[src/hdl/jbce_pkg.sv]
// ----------------------------------------------------------------------------
// jbce_pkg
// shared widths, codes and defaults of the block coefficient expander
// ----------------------------------------------------------------------------
package jbce_pkg;

  localparam int NUM_COMPONENTS_DEFAULT = 3;

  localparam int COEF_W = 16;
  localparam int BITS_W = 15;
  localparam int SIZE_W = 4;
  localparam int SYM_W  = 8;
  localparam int COMP_W = 2;
  localparam int POS_W  = 6;

  // item kinds
  localparam logic MODE_DC = 1'b0;
  localparam logic MODE_AC = 1'b1;

  // special ac symbols
  localparam logic [SYM_W-1:0] SYM_EOB = 8'h00;
  localparam logic [SYM_W-1:0] SYM_ZRL = 8'hF0;

  localparam logic [6:0] BLOCK_LEN   = 7'd64;
  localparam logic [6:0] ZRL_LEN     = 7'd16;
  localparam logic [3:0] MAX_DC_CAT  = 4'd15;

endpackage

[src/hdl/jpeg_block_coefficient_expander.sv]
// ----------------------------------------------------------------------------
// jpeg_block_coefficient_expander
// expands decoded dc/ac symbols into the 64 zigzag coefficients of a block
// ----------------------------------------------------------------------------
// The block takes one symbol transaction at a time and is not ready while it
// works on it. A DC transaction steps through accept, magnitude decode, then
// predictor add and result. An AC transaction steps through accept and
// magnitude decode and then emits each result it causes (zeros of the run
// plus the coefficient), up to 63 results for an end of block at position
// 1. The single result register sets the pace: one coefficient leaves per
// cycle while the output takes them, and back pressure on the output
// stretches the sequence. An AC transaction with no open block causes no
// result. The shared magnitude decoder serves both the DC difference and
// the AC coefficient.
// ----------------------------------------------------------------------------
module jpeg_block_coefficient_expander #(
  parameter int NUM_COMPONENTS = jbce_pkg::NUM_COMPONENTS_DEFAULT
) (
  input  logic                               clk,
  input  logic                               rst,
  input  logic                               in_valid,
  output logic                               in_ready,
  input  logic                               mode,
  input  logic [jbce_pkg::COMP_W-1:0]        component,
  input  logic [jbce_pkg::SYM_W-1:0]         symbol,
  input  logic [jbce_pkg::BITS_W-1:0]        magnitude_bits,
  output logic                               out_valid,
  input  logic                               out_ready,
  output logic signed [jbce_pkg::COEF_W-1:0] coefficient,
  output logic [jbce_pkg::POS_W-1:0]         position,
  output logic                               end_of_run,
  output logic                               end_of_block,
  output logic                               error
);
  import jbce_pkg::*;

  // predictor table is sized to a power of two so the index has exactly the
  // bits it needs; entries at or above NUM_COMPONENTS are only cleared at reset and never used
  localparam int PredIdxW  = (NUM_COMPONENTS > 1) ? $clog2(NUM_COMPONENTS) : 1;
  localparam int PredDepth = 1 << PredIdxW;
  localparam logic [COMP_W:0] NumComp = (COMP_W+1)'(NUM_COMPONENTS);

  // sequencer states
  localparam logic [1:0] S_IDLE  = 2'd0;
  localparam logic [1:0] S_DIFF  = 2'd1;
  localparam logic [1:0] S_DCSUM = 2'd2;
  localparam logic [1:0] S_EMIT  = 2'd3;

  logic [1:0]          state;
  logic                mode_q;
  logic [COMP_W-1:0]   comp_q;
  logic [SIZE_W-1:0]   size_q;
  logic [BITS_W-1:0]   bits_q;
  logic                err_q;
  logic                coef_follows;
  logic [POS_W-1:0]    zeros_left;
  logic [6:0]          next_pos;
  logic [COEF_W-1:0]   diff;
  logic [COEF_W-1:0]   predictor [PredDepth];

  logic                in_fire;
  logic                out_free;
  logic                load;
  logic                block_open;
  logic [6:0]          room;
  logic [3:0]          run;
  logic [POS_W-1:0]    zeros_start;
  logic                follows_start;
  logic                err_start;
  logic [SIZE_W-1:0]   size_start;
  logic [COEF_W-1:0]   mag_value;
  logic                comp_ok;
  logic [PredIdxW-1:0] pred_idx;
  logic [COEF_W-1:0]   dc_sum;

  // result about to be loaded into the output register
  logic [COEF_W-1:0]   res_coef;
  logic [POS_W-1:0]    res_pos;
  logic                res_eor;
  logic                res_eob;
  logic                res_err;

  assign in_ready = (state == S_IDLE);
  assign in_fire  = in_valid && in_ready;
  assign out_free = !out_valid || out_ready;
  assign load     = out_free && ((state == S_DCSUM) || (state == S_EMIT));

  // a block is open once a dc item has started it and until it is full
  assign block_open = (next_pos != 7'd0) && (next_pos < BLOCK_LEN);
  assign room       = BLOCK_LEN - next_pos;
  assign run        = symbol[7:4];

  // run length of the incoming ac item, clamped to the room left
  always_comb begin
    zeros_start   = '0;
    follows_start = 1'b1;
    err_start     = 1'b0;
    if (symbol == SYM_EOB) begin
      zeros_start   = room[POS_W-1:0];
      follows_start = 1'b0;
    end else if (symbol == SYM_ZRL) begin
      zeros_start   = (room < ZRL_LEN) ? room[POS_W-1:0] : ZRL_LEN[POS_W-1:0];
      follows_start = 1'b0;
    end else begin
      // 0xN0 with N in 1..14: zero coefficient, flagged
      err_start   = (symbol[3:0] == 4'd0);
      zeros_start = ({3'b000, run} >= room) ? 6'(room - 7'd1) : {2'b00, run};
    end
  end

  // dc categories above 15 count as 15
  assign size_start = (mode == MODE_DC) ?
                      ((symbol > {4'd0, MAX_DC_CAT}) ? MAX_DC_CAT : symbol[3:0]) :
                      symbol[3:0];

  jbce_mag u_mag (
    .size  (size_q),
    .bits  (bits_q),
    .value (mag_value)
  );

  assign comp_ok  = ({1'b0, comp_q} < NumComp);
  assign pred_idx = comp_q[PredIdxW-1:0];
  assign dc_sum   = comp_ok ? (diff + predictor[pred_idx]) : diff;

  always_comb begin
    res_coef = '0;
    res_pos  = next_pos[POS_W-1:0];
    res_eor  = 1'b0;
    res_err  = err_q;
    if (state == S_DCSUM) begin
      res_coef = dc_sum;
      res_pos  = '0;
      res_eor  = 1'b1;
      res_err  = 1'b0;
    end else if (zeros_left != '0) begin
      res_eor = (zeros_left == POS_W'(1)) && !coef_follows;
    end else begin
      res_coef = diff;
      res_eor  = 1'b1;
    end
    res_eob = (res_pos == POS_W'(63));
  end

  // sequencer and block state
  always_ff @(posedge clk) begin
    if (rst) begin
      state        <= S_IDLE;
      next_pos     <= '0;
      zeros_left   <= '0;
      coef_follows <= 1'b0;
      out_valid    <= 1'b0;
      for (int i = 0; i < PredDepth; i++) begin
        predictor[i] <= '0;
      end
    end else begin
      if (load) begin
        out_valid <= 1'b1;
      end else if (out_ready) begin
        out_valid <= 1'b0;
      end

      unique case (state)
        S_IDLE: begin
          if (in_fire) begin
            if (mode == MODE_DC) begin
              state <= S_DIFF;
            end else if (block_open) begin
              state        <= S_DIFF;
              zeros_left   <= zeros_start;
              coef_follows <= follows_start;
            end
          end
        end
        S_DIFF: begin
          state <= (mode_q == MODE_DC) ? S_DCSUM : S_EMIT;
        end
        S_DCSUM: begin
          if (load) begin
            if (comp_ok) begin
              predictor[pred_idx] <= dc_sum;
            end
            next_pos <= 7'd1;
            state    <= S_IDLE;
          end
        end
        S_EMIT: begin
          if (load) begin
            next_pos <= next_pos + 7'd1;
            if (zeros_left != '0) begin
              zeros_left <= zeros_left - POS_W'(1);
            end
            if (res_eor) begin
              state <= S_IDLE;
            end
          end
        end
        default: state <= S_IDLE;
      endcase
    end
  end

  // item capture, decoded magnitude and output payload
  always_ff @(posedge clk) begin
    if (in_fire) begin
      mode_q <= mode;
      comp_q <= component;
      size_q <= size_start;
      bits_q <= magnitude_bits;
      err_q  <= (mode == MODE_AC) && err_start;
    end
    if (state == S_DIFF) begin
      diff <= mag_value;
    end
    if (load) begin
      coefficient  <= res_coef;
      position     <= res_pos;
      end_of_run   <= res_eor;
      end_of_block <= res_eob;
      error        <= res_err;
    end
  end

  // block position never runs past a full block
  a_pos_bound: assert property (@(posedge clk) disable iff (rst)
    next_pos <= BLOCK_LEN)
    else $error("next position beyond block");

  // position 63 leaves no room, so it always closes the transaction
  a_eob_ends_run: assert property (@(posedge clk) disable iff (rst)
    out_valid && end_of_block |-> end_of_run)
    else $error("end of block without end of run");

  // dc results are never flagged as errors
  a_err_not_dc: assert property (@(posedge clk) disable iff (rst)
    out_valid && error |-> position != '0)
    else $error("error flag on position zero");

  // the last result of a transaction hands control back
  a_eor_idle: assert property (@(posedge clk) disable iff (rst)
    load && res_eor |=> state == S_IDLE)
    else $error("sequencer busy after last result");

  // an accepted dc transaction moves on to the magnitude decode state
  a_accept_state: assert property (@(posedge clk) disable iff (rst)
    in_fire && (mode == MODE_DC) |=> state == S_DIFF)
    else $error("dc transaction not decoded");

endmodule

[src/hdl/jbce_mag.sv]
// ----------------------------------------------------------------------------
// jbce_mag
// turns a size and its appended bits into a signed coefficient value
// ----------------------------------------------------------------------------
module jbce_mag (
  input  logic [jbce_pkg::SIZE_W-1:0] size,
  input  logic [jbce_pkg::BITS_W-1:0] bits,
  output logic [jbce_pkg::COEF_W-1:0] value
);
  import jbce_pkg::*;

  logic [COEF_W-1:0] mask;
  logic [COEF_W-1:0] masked;
  logic              positive;

  always_comb begin
    mask     = (COEF_W'(1) << size) - COEF_W'(1);
    masked   = {1'b0, bits} & mask;
    positive = (size != '0) && masked[size - SIZE_W'(1)];
    if (size == '0) begin
      value = '0;
    end else if (positive) begin
      value = masked;
    end else begin
      // negative: b - (2^m - 1), wraps at 16 bits
      value = masked - mask;
    end
  end

endmodule

[config.mk]
export PLATFORM = sky130hd
export DESIGN_NAME = jpeg_block_coefficient_expander
export DESIGN_NICKNAME = d
export VERILOG_FILES = /design/src/hdl/jbce_pkg.sv /design/src/hdl/jpeg_block_coefficient_expander.sv /design/src/hdl/jbce_mag.sv
export SDC_FILE = /design/constraint.sdc
export NUM_CORES = 1
export LEC_CHECK = 0
export BUFFER_PORTS_ARGS = -buffer_cell sky130_fd_sc_hd__buf_2
export CORE_MARGIN = 3
export CORE_UTILIZATION = 46
export CTS_BUF_LIST = sky130_fd_sc_hd__clkbuf_2
export DETAILED_ROUTE_END_ITERATION = 12
export HOLD_SLACK_MARGIN = 0.08
export MAX_ROUTING_LAYER = met4
export RECOVER_POWER = 50
export SETUP_SLACK_MARGIN = 0.5
export SYNTH_ARGS = -nofsm -noshare
export SYNTH_HDL_FRONTEND = slang
export SYNTH_HIERARCHICAL = 1
export SYNTH_SLANG_ARGS = --single-unit
[constraint.sdc]
create_clock -name clk -period 7.2 [get_ports clk]
set_input_delay 0.72 -clock clk [delete_from_list [all_inputs] [get_ports clk]]
set_output_delay 0.72 -clock clk [all_outputs]
set_load 0.02 [all_outputs]
==> impl_metrics.tcl, run 1 <==
set metrics [dict create \
    worstHoldPathType "in2reg" \
    cts_root_buffer "clkbuf_2" \
    post_synth_num_cell_types 79 \
    synth_compound_area_frac 0.142 \
    cts_tree "built" \
    drive_gt1_frac 0.138 \
    clock_latency_ns 0.70 \
    grt-busiest-layer "met2" \
    synthCells 818 \
    drv_slew 92 \
    rsz0062_at_grt "no" \
    syn_area_sq_um 8720 \
    routedWlPerCell_microns 19.6 \
    hpwl_microns 15300 \
    grt_use_met3 0.0399 \
    finalInstanceArea_sq_um 9320 \
    totalWireLength_microns 21500 \
    first_pass_iters 5 \
    synth_top_cell_area_share 0.441 \
    fillers 1711 \
    grt_util_met2 0.354 \
    fp.dieArea_sq_um 20600 \
    fp.dieH_microns 144 \
    routabilityCongestion 0.875 \
    synth-edff-count 128 \
    coreArea_sq_um 18300 \
    place_ws_ns 2.06 \
    synth_area_per_cell_sq_um 10.7 \
    cts_sinks 147 \
    synth-main-ff-cell "edfxtp_1" \
    reg2reg_slack_ns 2.00 \
    critPathLaunchType "register" \
    critPathKind "reg2reg" \
    critPathArrivalTime_ns 5.76 \
    grt_pass1_vias 6212 \
    power_density_nw_per_um2 221 \
    vdd_drop_max_uv 96.5 \
    synth_xor_xnor_area_share 0.0352 \
    synth_nets 877 \
    vias 6556 \
    status "finished with violations" \
    placementRows 49 \
    clockBufferDepth 2 \
    start_util 0.477 \
    drt_iter0_drc 508 \
    relSlewSlack -0.283 \
    finalSetupTns_ns 0 \
    cts_setup_buffers 0 \
    place_area_sq_um 9120 \
    ys_top_cells_by_count "128 x edfxtp_1, 116 x nor2_1, 46 x nand2_1, 44 x o21ai_0, 31 x a21oi_1" \
    nets 916 \
    track_usage 0.219 \
    ios 57 \
    ys_seq_area_frac 0.484 \
    yosysWarnings 6 \
    cp_max_fo 27 \
    dp.cells 1067 \
    fin_crit_ns 5.20 \
    die_x_microns 144 \
    synth_top_family_by_area "simple AND/OR/NAND/NOR gates" \
    grt-ovfl-total 0 \
    finalCritPeriodShare 0.723 \
    io_buffers 56 \
    synth_area_leaders "edfxtp_1 44%, nor2_1 5.0%, dfxtp_1 4.4%" \
    grt_pass1_wl_microns 34000 \
    fin_skew_ns 0.0372 \
    grt_max_degree 35 \
    use_met1 0.291 \
    synth_area_leader_cell "edfxtp_1" \
    ys_async_sr_fraction 0 \
    postLayoutCoreUtil 0.510 \
    post_cts_resized 0 \
    grt_antenna_before_repair 1 \
    via_per_inst 5.96 \
    yosys_register_bits 147 \
    clk_pin_slew_ns 0.22 \
    fin_cells 1100 \
    ant_nets 0 \
    synthAdderAreaFrac 0.0448 \
    finalSetupViolations 0 \
    drc 0 \
    fin_ws_ns 2.00 \
    violations "capacitance limit, slew limit" \
    synthToLayoutAreaGrowth_pct 6.86 \
    maxCapViolCount 3 \
    htree_num_levels 4 \
    worstMarginPinSlew_ns 1.92 \
    cp_data_required_time_ns 7.76 \
    worstSetupEndpointType "register" \
    fin_hold_ws_ns 0.184 \
    hold_viol_final 0 \
    synth_simple_gate_area_frac 0.189 \
    post-synth-top-count-cell "edfxtp_1" \
    ctsHoldBuffers 0 \
    numCtsBuffers 17 \
    leakagePower_nw 3.35 \
    timing.fmax_ghz 0.192 \
    total_power_mw 2.06 \
    synth_mux_area_frac 0.0653 \
]
[registers in the layout, indices dropped and copies added, names as in the netlist, 2 cells and up, named ones only]
signal and count:
bits_q 15, comp_q 2, coefficient 16, state 2, size_q 4, diff 16
position 6, next_pos 7, zeros_left 6, predictor 64
[layout by cell type (no fill, tap or decap), types with 6 or more instances in the layout]
master    instances
edfxtp_1        128
nor2_1          116
nand2_1          46
o21ai_0          44
clkbuf_1         33
a21oi_1          31
ha_1             28
inv_1            26
buf_2            26
nor3_1           23
nor2b_1          22
xnor2_1          19
dfxtp_1          19
nand3_1          18
clkbuf_2         18
xor2_1           16
mux4_2           15
nand2b_1         14
mux2i_1          13
o211ai_1         12
a211oi_1         12
a31oi_1          12
nor2_2           11
mux2_2            9
a311oi_1          9
o21a_1            8
nor3b_1           8
or2_2             7
o221ai_1          7
a21o_1            6
and2_1            6
and3_1            6
[power by group]
| group | switching (mW) | total (mW) | internal, mW |
|---|---|---|---|
| sequential | 0.0420 | 1.03 | 0.991 |
| clock | 0.319 | 0.519 | 0.200 |
| combinational | 0.321 | 0.510 | 0.189 |
| total | 0.682 | 2.06 | 1.38 |
[layout make-up]
cell class / count / area, sq um / area share
repair buffers: 64 / 292 / 0.0313
diodes: 1 / 2.50 / 0.000269
flip-flops and latches: 147 / 4220 / 0.453
multi-input cells: 600 / 4150 / 0.445
well taps: 229 / 287 / 0.0308
clock buffers: 18 / 90.1 / 0.00967
inverters: 27 / 101 / 0.0109
clock inverters: 14 / 175 / 0.0188
[routing by layer]
layer  wire, microns  vias to the layer above
met3             986                       14
met2           10600                      184
met4             230                        0
li1                -                     3138
met1            9750                     3220
met5               0                        -
[kinds of logic after synthesis]
kind of cell,after synthesis
and+or+nand+nor,318
AOI/OAI and AO/OA,179
DFF,147
buffers and inverters,71
muxes,37
xor gates and xnor gates,35
adders and majority gates,31
[path summary, 6_finish.rpt]
check / startpoint / endpoint / cells after the start
worst max-delay path: size_q[0] / diff[7] / 16
worst min-delay path: magnitude_bits[7] / bits_q[7] / 1
worst max register to register: size_q[0] / diff[7] / 16
worst min register to register: coef_follows / coef_follows / 2
[worst max-delay path, cell delays in order, from the launching register on]
cell and delay [ns]:
edfxtp_1 0.64, inv_1 0.21, ha_1 0.47, inv_1 0.16
nor3_1 0.06, buf_4 0.23, inv_2 0.17, ha_1 0.49
nor3b_1 0.43, nor3_1 0.12, a211o_1 0.34, a311oi_1 0.28
nor3_1 0.11, o32ai_4 0.48, buf_4 0.37, mux2_2 0.37
a21oi_1 0.14
(Power assumes the default switching activity.)
==> inputs of run 2 (changes only) <==
==> constraint.sdc (replaced) <==
create_clock -name clk -period 5.1 [get_ports clk]
set_input_delay 0.51 -clock clk [delete_from_list [all_inputs] [get_ports clk]]
set_output_delay 0.51 -clock clk [all_outputs]
set_load 0.02 [all_outputs]
==> impl_metrics.tcl, run 2 (synthesis gave the netlist of run 1 again) <==
set metrics [dict create \
    crit_buf_inv 4 \
    worstHoldPathType "in2reg" \
    track_usage 0.224 \
    finalSetupViolations 0 \
    cpMaxStageDelayCell "edfxtp_1" \
    nets 952 \
    maxCapViolCount 3 \
    vdd_drop_max_uv 125 \
    largest_reg_flops 64 \
    rsz0062_at_grt "no" \
    fp.dieH_microns 144 \
    finalSetupTns_ns 0 \
    hold_viol_final 0 \
    drive_gt1_frac 0.147 \
    fillers 1692 \
    grt_pass1_wl_microns 34700 \
    hp-start "symbol[5]" \
    placementRows 49 \
    path_cells "inv_1, ha_1, inv_1, nor3_1, inv_2, ha_2, nor3b_1, and2_1, a211o_1, a311oi_1, nor3_1, o32ai_4, buf_4, mux2_2, a21oi_1" \
    clkPwrFrac 0.223 \
    cp_data_required_time_ns 5.68 \
    cts_tree "built" \
    crit_path_start "size_q[0]" \
    cp_max_fo 36 \
    internal-power_mw 1.83 \
    cts_root_buffer "clkbuf_2" \
    drc 0 \
    clockBufferDepth 2 \
    status "finished with violations" \
    htree_num_levels 4 \
    final_cell_mix "128 x edfxtp_1, 116 x nor2_1, 46 x nand2_1" \
    r2r-start "size_q[0]" \
    max_stage_delay_ns 0.55 \
    relSlewSlack -0.300 \
    vias 6724 \
    p_sw_frac 0.355 \
    leakagePower_nw 3.48 \
    power_density_nw_per_um2 295 \
    cts_sinks 147 \
    via_per_inst 5.92 \
    clock_latency_ns 0.74 \
    worstMarginPinSlew_ns 1.95 \
    timing.fmax_ghz 0.236 \
    grt_pass1_vias 6422 \
    p_comb_frac 0.266 \
    reg_top3 "predictor: 64 flops, coefficient: 16 flops, diff: 16 flops" \
    first_pass_iters 8 \
    place_area_sq_um 9170 \
    crit_family "compound AO/OA/AOI/OAI gates" \
    fp.dieArea_sq_um 20600 \
    drv_slew 92 \
    finalInstanceArea_sq_um 9600 \
    finalCritPeriodShare 0.831 \
    clk_pin_slew_ns 0.25 \
    grt_antenna_before_repair 1 \
    ant_nets 0 \
    start_util 0.477 \
    grt_max_degree 37 \
    seq_area_sq_um 4220 \
    ios 57 \
    worstSetupEndpointType "register" \
    io_buffers 56 \
    grt-ovfl-total 0 \
    numCtsBuffers 17 \
    coreArea_sq_um 18300 \
    critPathKind "reg2reg" \
    routabilityCongestion 0.928 \
    totalWireLength_microns 22200 \
    final_common_cell "edfxtp_1" \
    drt_iter0_drc 624 \
    hpwl_microns 15800 \
    fin_crit_ns 4.24 \
    seq_power_share 0.511 \
    critPathArrivalTime_ns 4.82 \
    fin_skew_ns 0.0389 \
    die_x_microns 144 \
    switching_power_mw 1.01 \
    multi_input_area_sq_um 4150 \
    top_register "predictor" \
    routedWlPerCell_microns 19.6 \
    violations "capacitance limit, slew limit" \
    synthToLayoutAreaGrowth_pct 10.1 \
    critPathLaunchType "register" \
]
## run 2: changes by cell type in the layout (fill, tap and decap cells not counted), moves of 2 or more
cell / delta
buf_4: +11
bufinv_16: -3
inv_8: +2
dlygate4sd3_1: +25
## run 2: repair_timing
item	in CTS	in global routing
resized for setup	0	2
hold buffers	25	0
endpoints found under the hold margin	27	0
setup endpoints to repair	0	16
buffers inserted	0	4
## run 2: metrics by stage
stage	setup slack (ns)	util	total power, mW	hold slack [ns]	std cells
after detailed placement	0.618	0.502	2.21	0.510	1074
after floorplan	1.13	-	2.02	0.478	818
after CTS	0.514	0.527	2.84	0.113	1131
after global placement	0.813	0.502	2.19	0.513	1074
final	0.863	0.525	2.83	0.186	1136
after global routing	0.540	0.525	2.98	0.165	1136
## run 2: worst register-to-register path, cell delays in order, from the launching register on
cell	delay (ns)
edfxtp_1	0.55
inv_1	0.24
ha_1	0.21
inv_1	0.06
nor3_1	0.26
inv_2	0.17
ha_2	0.31
nor3b_1	0.20
and2_1	0.21
a211o_1	0.28
a311oi_1	0.30
nor3_1	0.12
o32ai_4	0.26
buf_4	0.39
mux2_2	0.38
a21oi_1	0.13
## run 2: path summary, 6_finish.rpt
kind              endpoint  slack, ns  cells past startpoint
max reg2reg       diff[10]       0.86                     15
min reg2reg   coef_follows       0.55                      2
min          zeros_left[1]       0.19                      3
max               diff[10]       0.86                     15
## run 2: routing by layer
metal / global-route usage / vias to the layer above / routed length, microns / part of all wire
met1: 0.300 / 3287 / 10000 / 0.45
met3: 0.0456 / 30 / 1200 / 0.054
met2: 0.352 / 196 / 10600 / 0.48
met4: 0.0590 / 0 / 343 / 0.015
li1: - / 3211 / - / -
met5: - / - / 0 / 0
## run 2: cell type report
| type | instances | area share |
|---|---|---|
| Antenna cell | 1 | 0.000261 |
| Timing Repair Buffer | 100 | 0.0650 |
| Inverter | 27 | 0.0106 |
| Clock buffer | 17 | 0.00886 |
| Multi-Input combinational cell | 600 | 0.433 |
| Tap cell | 229 | 0.0298 |
| Clock inverter | 15 | 0.0126 |
| Sequential cell | 147 | 0.440 |
## run 2: power by group through the flow
stage	Clock [mW]	Combinational [mW]	Sequential [mW]
after floorplan	0	0.554	1.46
after global placement	0	0.719	1.47
after detailed placement	0	0.732	1.47
after CTS	0.646	0.751	1.45
after global routing	0.696	0.830	1.46
final	0.630	0.754	1.45
==> inputs of run 3 (changes only) <==
--- a/config.mk
+++ b/config.mk
@@ -5,6 +5,7 @@
 export SDC_FILE = /design/constraint.sdc
 export NUM_CORES = 1
 export LEC_CHECK = 0
+export ABC_AREA = 1
 export BUFFER_PORTS_ARGS = -buffer_cell sky130_fd_sc_hd__buf_2
 export CORE_MARGIN = 3
 export CORE_UTILIZATION = 46
==> constraint.sdc (replaced) <==
create_clock -name clk -period 4.4 [get_ports clk]
set_input_delay 0.44 -clock clk [delete_from_list [all_inputs] [get_ports clk]]
set_output_delay 0.44 -clock clk [all_outputs]
set_load 0.02 [all_outputs]
==> impl_metrics.tcl, run 3 <==
set metrics [dict create \
    start_util 0.479 \
    io_buffers 56 \
    synth_area_leaders "edfxtp_1 42%, nand2_1 10%, nor2_1 6.4%" \
    placementRows 50 \
    worstReg2RegEnd "predictor[0][6]" \
    yosys_register_bits 147 \
    drt_iter0_drc 601 \
    violations "capacitance limit, slew limit" \
    ys_async_sr_fraction 0 \
    status "finished with violations" \
    synth_area_per_cell_sq_um 8.03 \
    nets 1279 \
    fin_crit_ns 3.77 \
    rsz0062_at_grt "no" \
    place_ws_ns 0.953 \
    top_register "predictor" \
    synth-edff-count 128 \
    worstHoldPathType "in2reg" \
    leakagePower_nw 4.58 \
    synth-main-ff-cell "edfxtp_1" \
    fp.dieArea_sq_um 21700 \
    fin_skew_ns 0.0451 \
    reg_top3 "predictor: 64 flops, coefficient: 16 flops, diff: 16 flops" \
    grt_pass1_vias 7301 \
    finalCritPeriodShare 0.856 \
    clk_pin_slew_ns 0.25 \
    vdd_drop_max_uv 208 \
    final_cell_mix "256 x nand2_1, 158 x nor2_1, 130 x inv_1" \
    via_per_inst 5.28 \
    drv_slew 28 \
    critPathKind "reg2reg" \
    synth_area_leader_cell "edfxtp_1" \
    coreArea_sq_um 19100 \
    hp-start "out_ready" \
    timing.fmax_ghz 0.265 \
    critPathLaunchType "register" \
    first_pass_iters 7 \
    ant_nets 0 \
    grt_pass1_wl_microns 38200 \
    post_synth_num_cell_types 45 \
    fin_ws_ns 0.633 \
    grt-ovfl-total 0 \
    hold_viol_final 0 \
    htree_num_levels 4 \
    clock_latency_ns 0.77 \
    synthToLayoutAreaGrowth_pct 10.4 \
    totalWireLength_microns 23800 \
    fp.dieH_microns 147 \
    worstSetupEndpointType "register" \
    cp_data_required_time_ns 4.86 \
    worstMarginPinSlew_ns 1.83 \
    finalSetupTns_ns 0 \
    numCtsBuffers 17 \
    synthCells 1141 \
    routedWlPerCell_microns 15.9 \
    ys_seq_area_frac 0.461 \
    grt_antenna_before_repair 1 \
    synth_nets 1200 \
    syn_area_sq_um 9170 \
    hpwl_microns 17500 \
    min_to "out_valid" \
    synth_top_cell_area_share 0.419 \
    post-synth-top-count-cell "nand2_1" \
    cts_root_buffer "clkbuf_2" \
    critPathArrivalTime_ns 4.22 \
    r2r-start "state[1]" \
    ctsHoldBuffers 23 \
    drc 0 \
    ios 57 \
    relSlewSlack -0.222 \
    ys_top_cells_by_count "256 x nand2_1, 157 x nor2_1, 128 x edfxtp_1, 128 x inv_1, 113 x nand3_1" \
    cts_setup_buffers 0 \
    final_common_cell "nand2_1" \
    power_density_nw_per_um2 468 \
    drive_gt1_frac 0.106 \
    post_cts_resized 0 \
    track_usage 0.229 \
    whs_path_depth 4 \
    reg2reg_slack_ns 0.63 \
    grt_max_degree 31 \
    rr_worst_depth 9 \
    cp_max_fo 17 \
    finalSetupViolations 0 \
    clockBufferDepth 2 \
    largest_reg_flops 64 \
    maxCapViolCount 1 \
    fillers 1912 \
    routabilityCongestion 0.934 \
    cts_tree "built" \
    yosysWarnings 6 \
    vias 7898 \
    cts_sinks 147 \
    die_x_microns 147 \
]
## run 3: cell count changes after synthesis, sizes merged, moves of 13 or more
cell    change
nand2b     -14
nand3     +104
o22ai      +18
buf        -13
a21oi      +16
nand2     +219
mux4       -15
inv       +112
nand4      +24
nor3       -16
nor2b      -22
nor2       +57
## run 3: stage by stage
step	std cells	util	power [mW]	instance area [sq um]	hold slack [ns]
2_1_floorplan	1141	-	3.32	9170	0.430
3_3_place_gp	1438	0.506	3.90	9690	0.454
3_5_place_dp	1438	0.506	3.90	9690	0.456
4_1_cts	1493	0.531	4.75	10200	0.0942
5_1_grt	1495	0.529	5.09	10100	0.124
6_report	1495	0.529	4.73	10100	0.150
## run 3: area by class of cell
class                      instances  area [sq um]  area share
antenna                            2          5.00    0.000494
timing repair buffer              93           569      0.0562
inverter                         141           529      0.0523
clock buffer                      17          85.1     0.00841
tap                              260           325      0.0321
multi-input combinational        820          4220       0.416
clock inverter                    15           168      0.0166
sequential                       147          4220       0.417
## run 3: worst max path at each step
stage	slack, ns	endpoint	startpoint
after CTS	0.95	diff[13]	size_q[0]
after detailed placement	0.95	diff[13]	size_q[0]
after floorplan	1.03	diff[11]	size_q[0]
after global placement	1.01	diff[1]	size_q[0]
final	0.63	predictor[0][6]	state[1]
after global routing	0.32	predictor[0][6]	state[1]
## run 3: cells by family after synthesis
group | Yosys count | share of synthesized area
adders and majority gates | 29 | 0.0404
muxes | 3 | 0.00341
AOI/OAI and AO/OA | 134 | 0.0782
and+or+nand+nor | 628 | 0.314
DFF | 147 | 0.461
xor gates and xnor gates | 26 | 0.0248
buffers and inverters | 174 | 0.0784
## run 3: report_power, final
part,internal (mW),switching (mW)
sequential,1.73,0.110
clock,0.279,0.558
combinational,0.650,1.40
total,2.66,2.07
## run 3: per-layer routing
metal / part of all wire / global-route usage / up-vias
met3: 0.066 / 0.0370 / 34
met2: 0.45 / 0.351 / 251
met5: 0 / - / -
met1: 0.46 / 0.311 / 3638
met4: 0.027 / 0.0788 / 0
li1: - / - / 3975
## run 3: critical path, stage by stage, from the launching register on
cell and delay (ns):
dfxtp_1 0.47, inv_1 0.13, nor2_1 0.95, inv_2 0.41, nor4_4 0.44, inv_2 0.30
nor2_8 0.19, nand2_4 0.19, nand2_1 0.11, buf_4 0.29
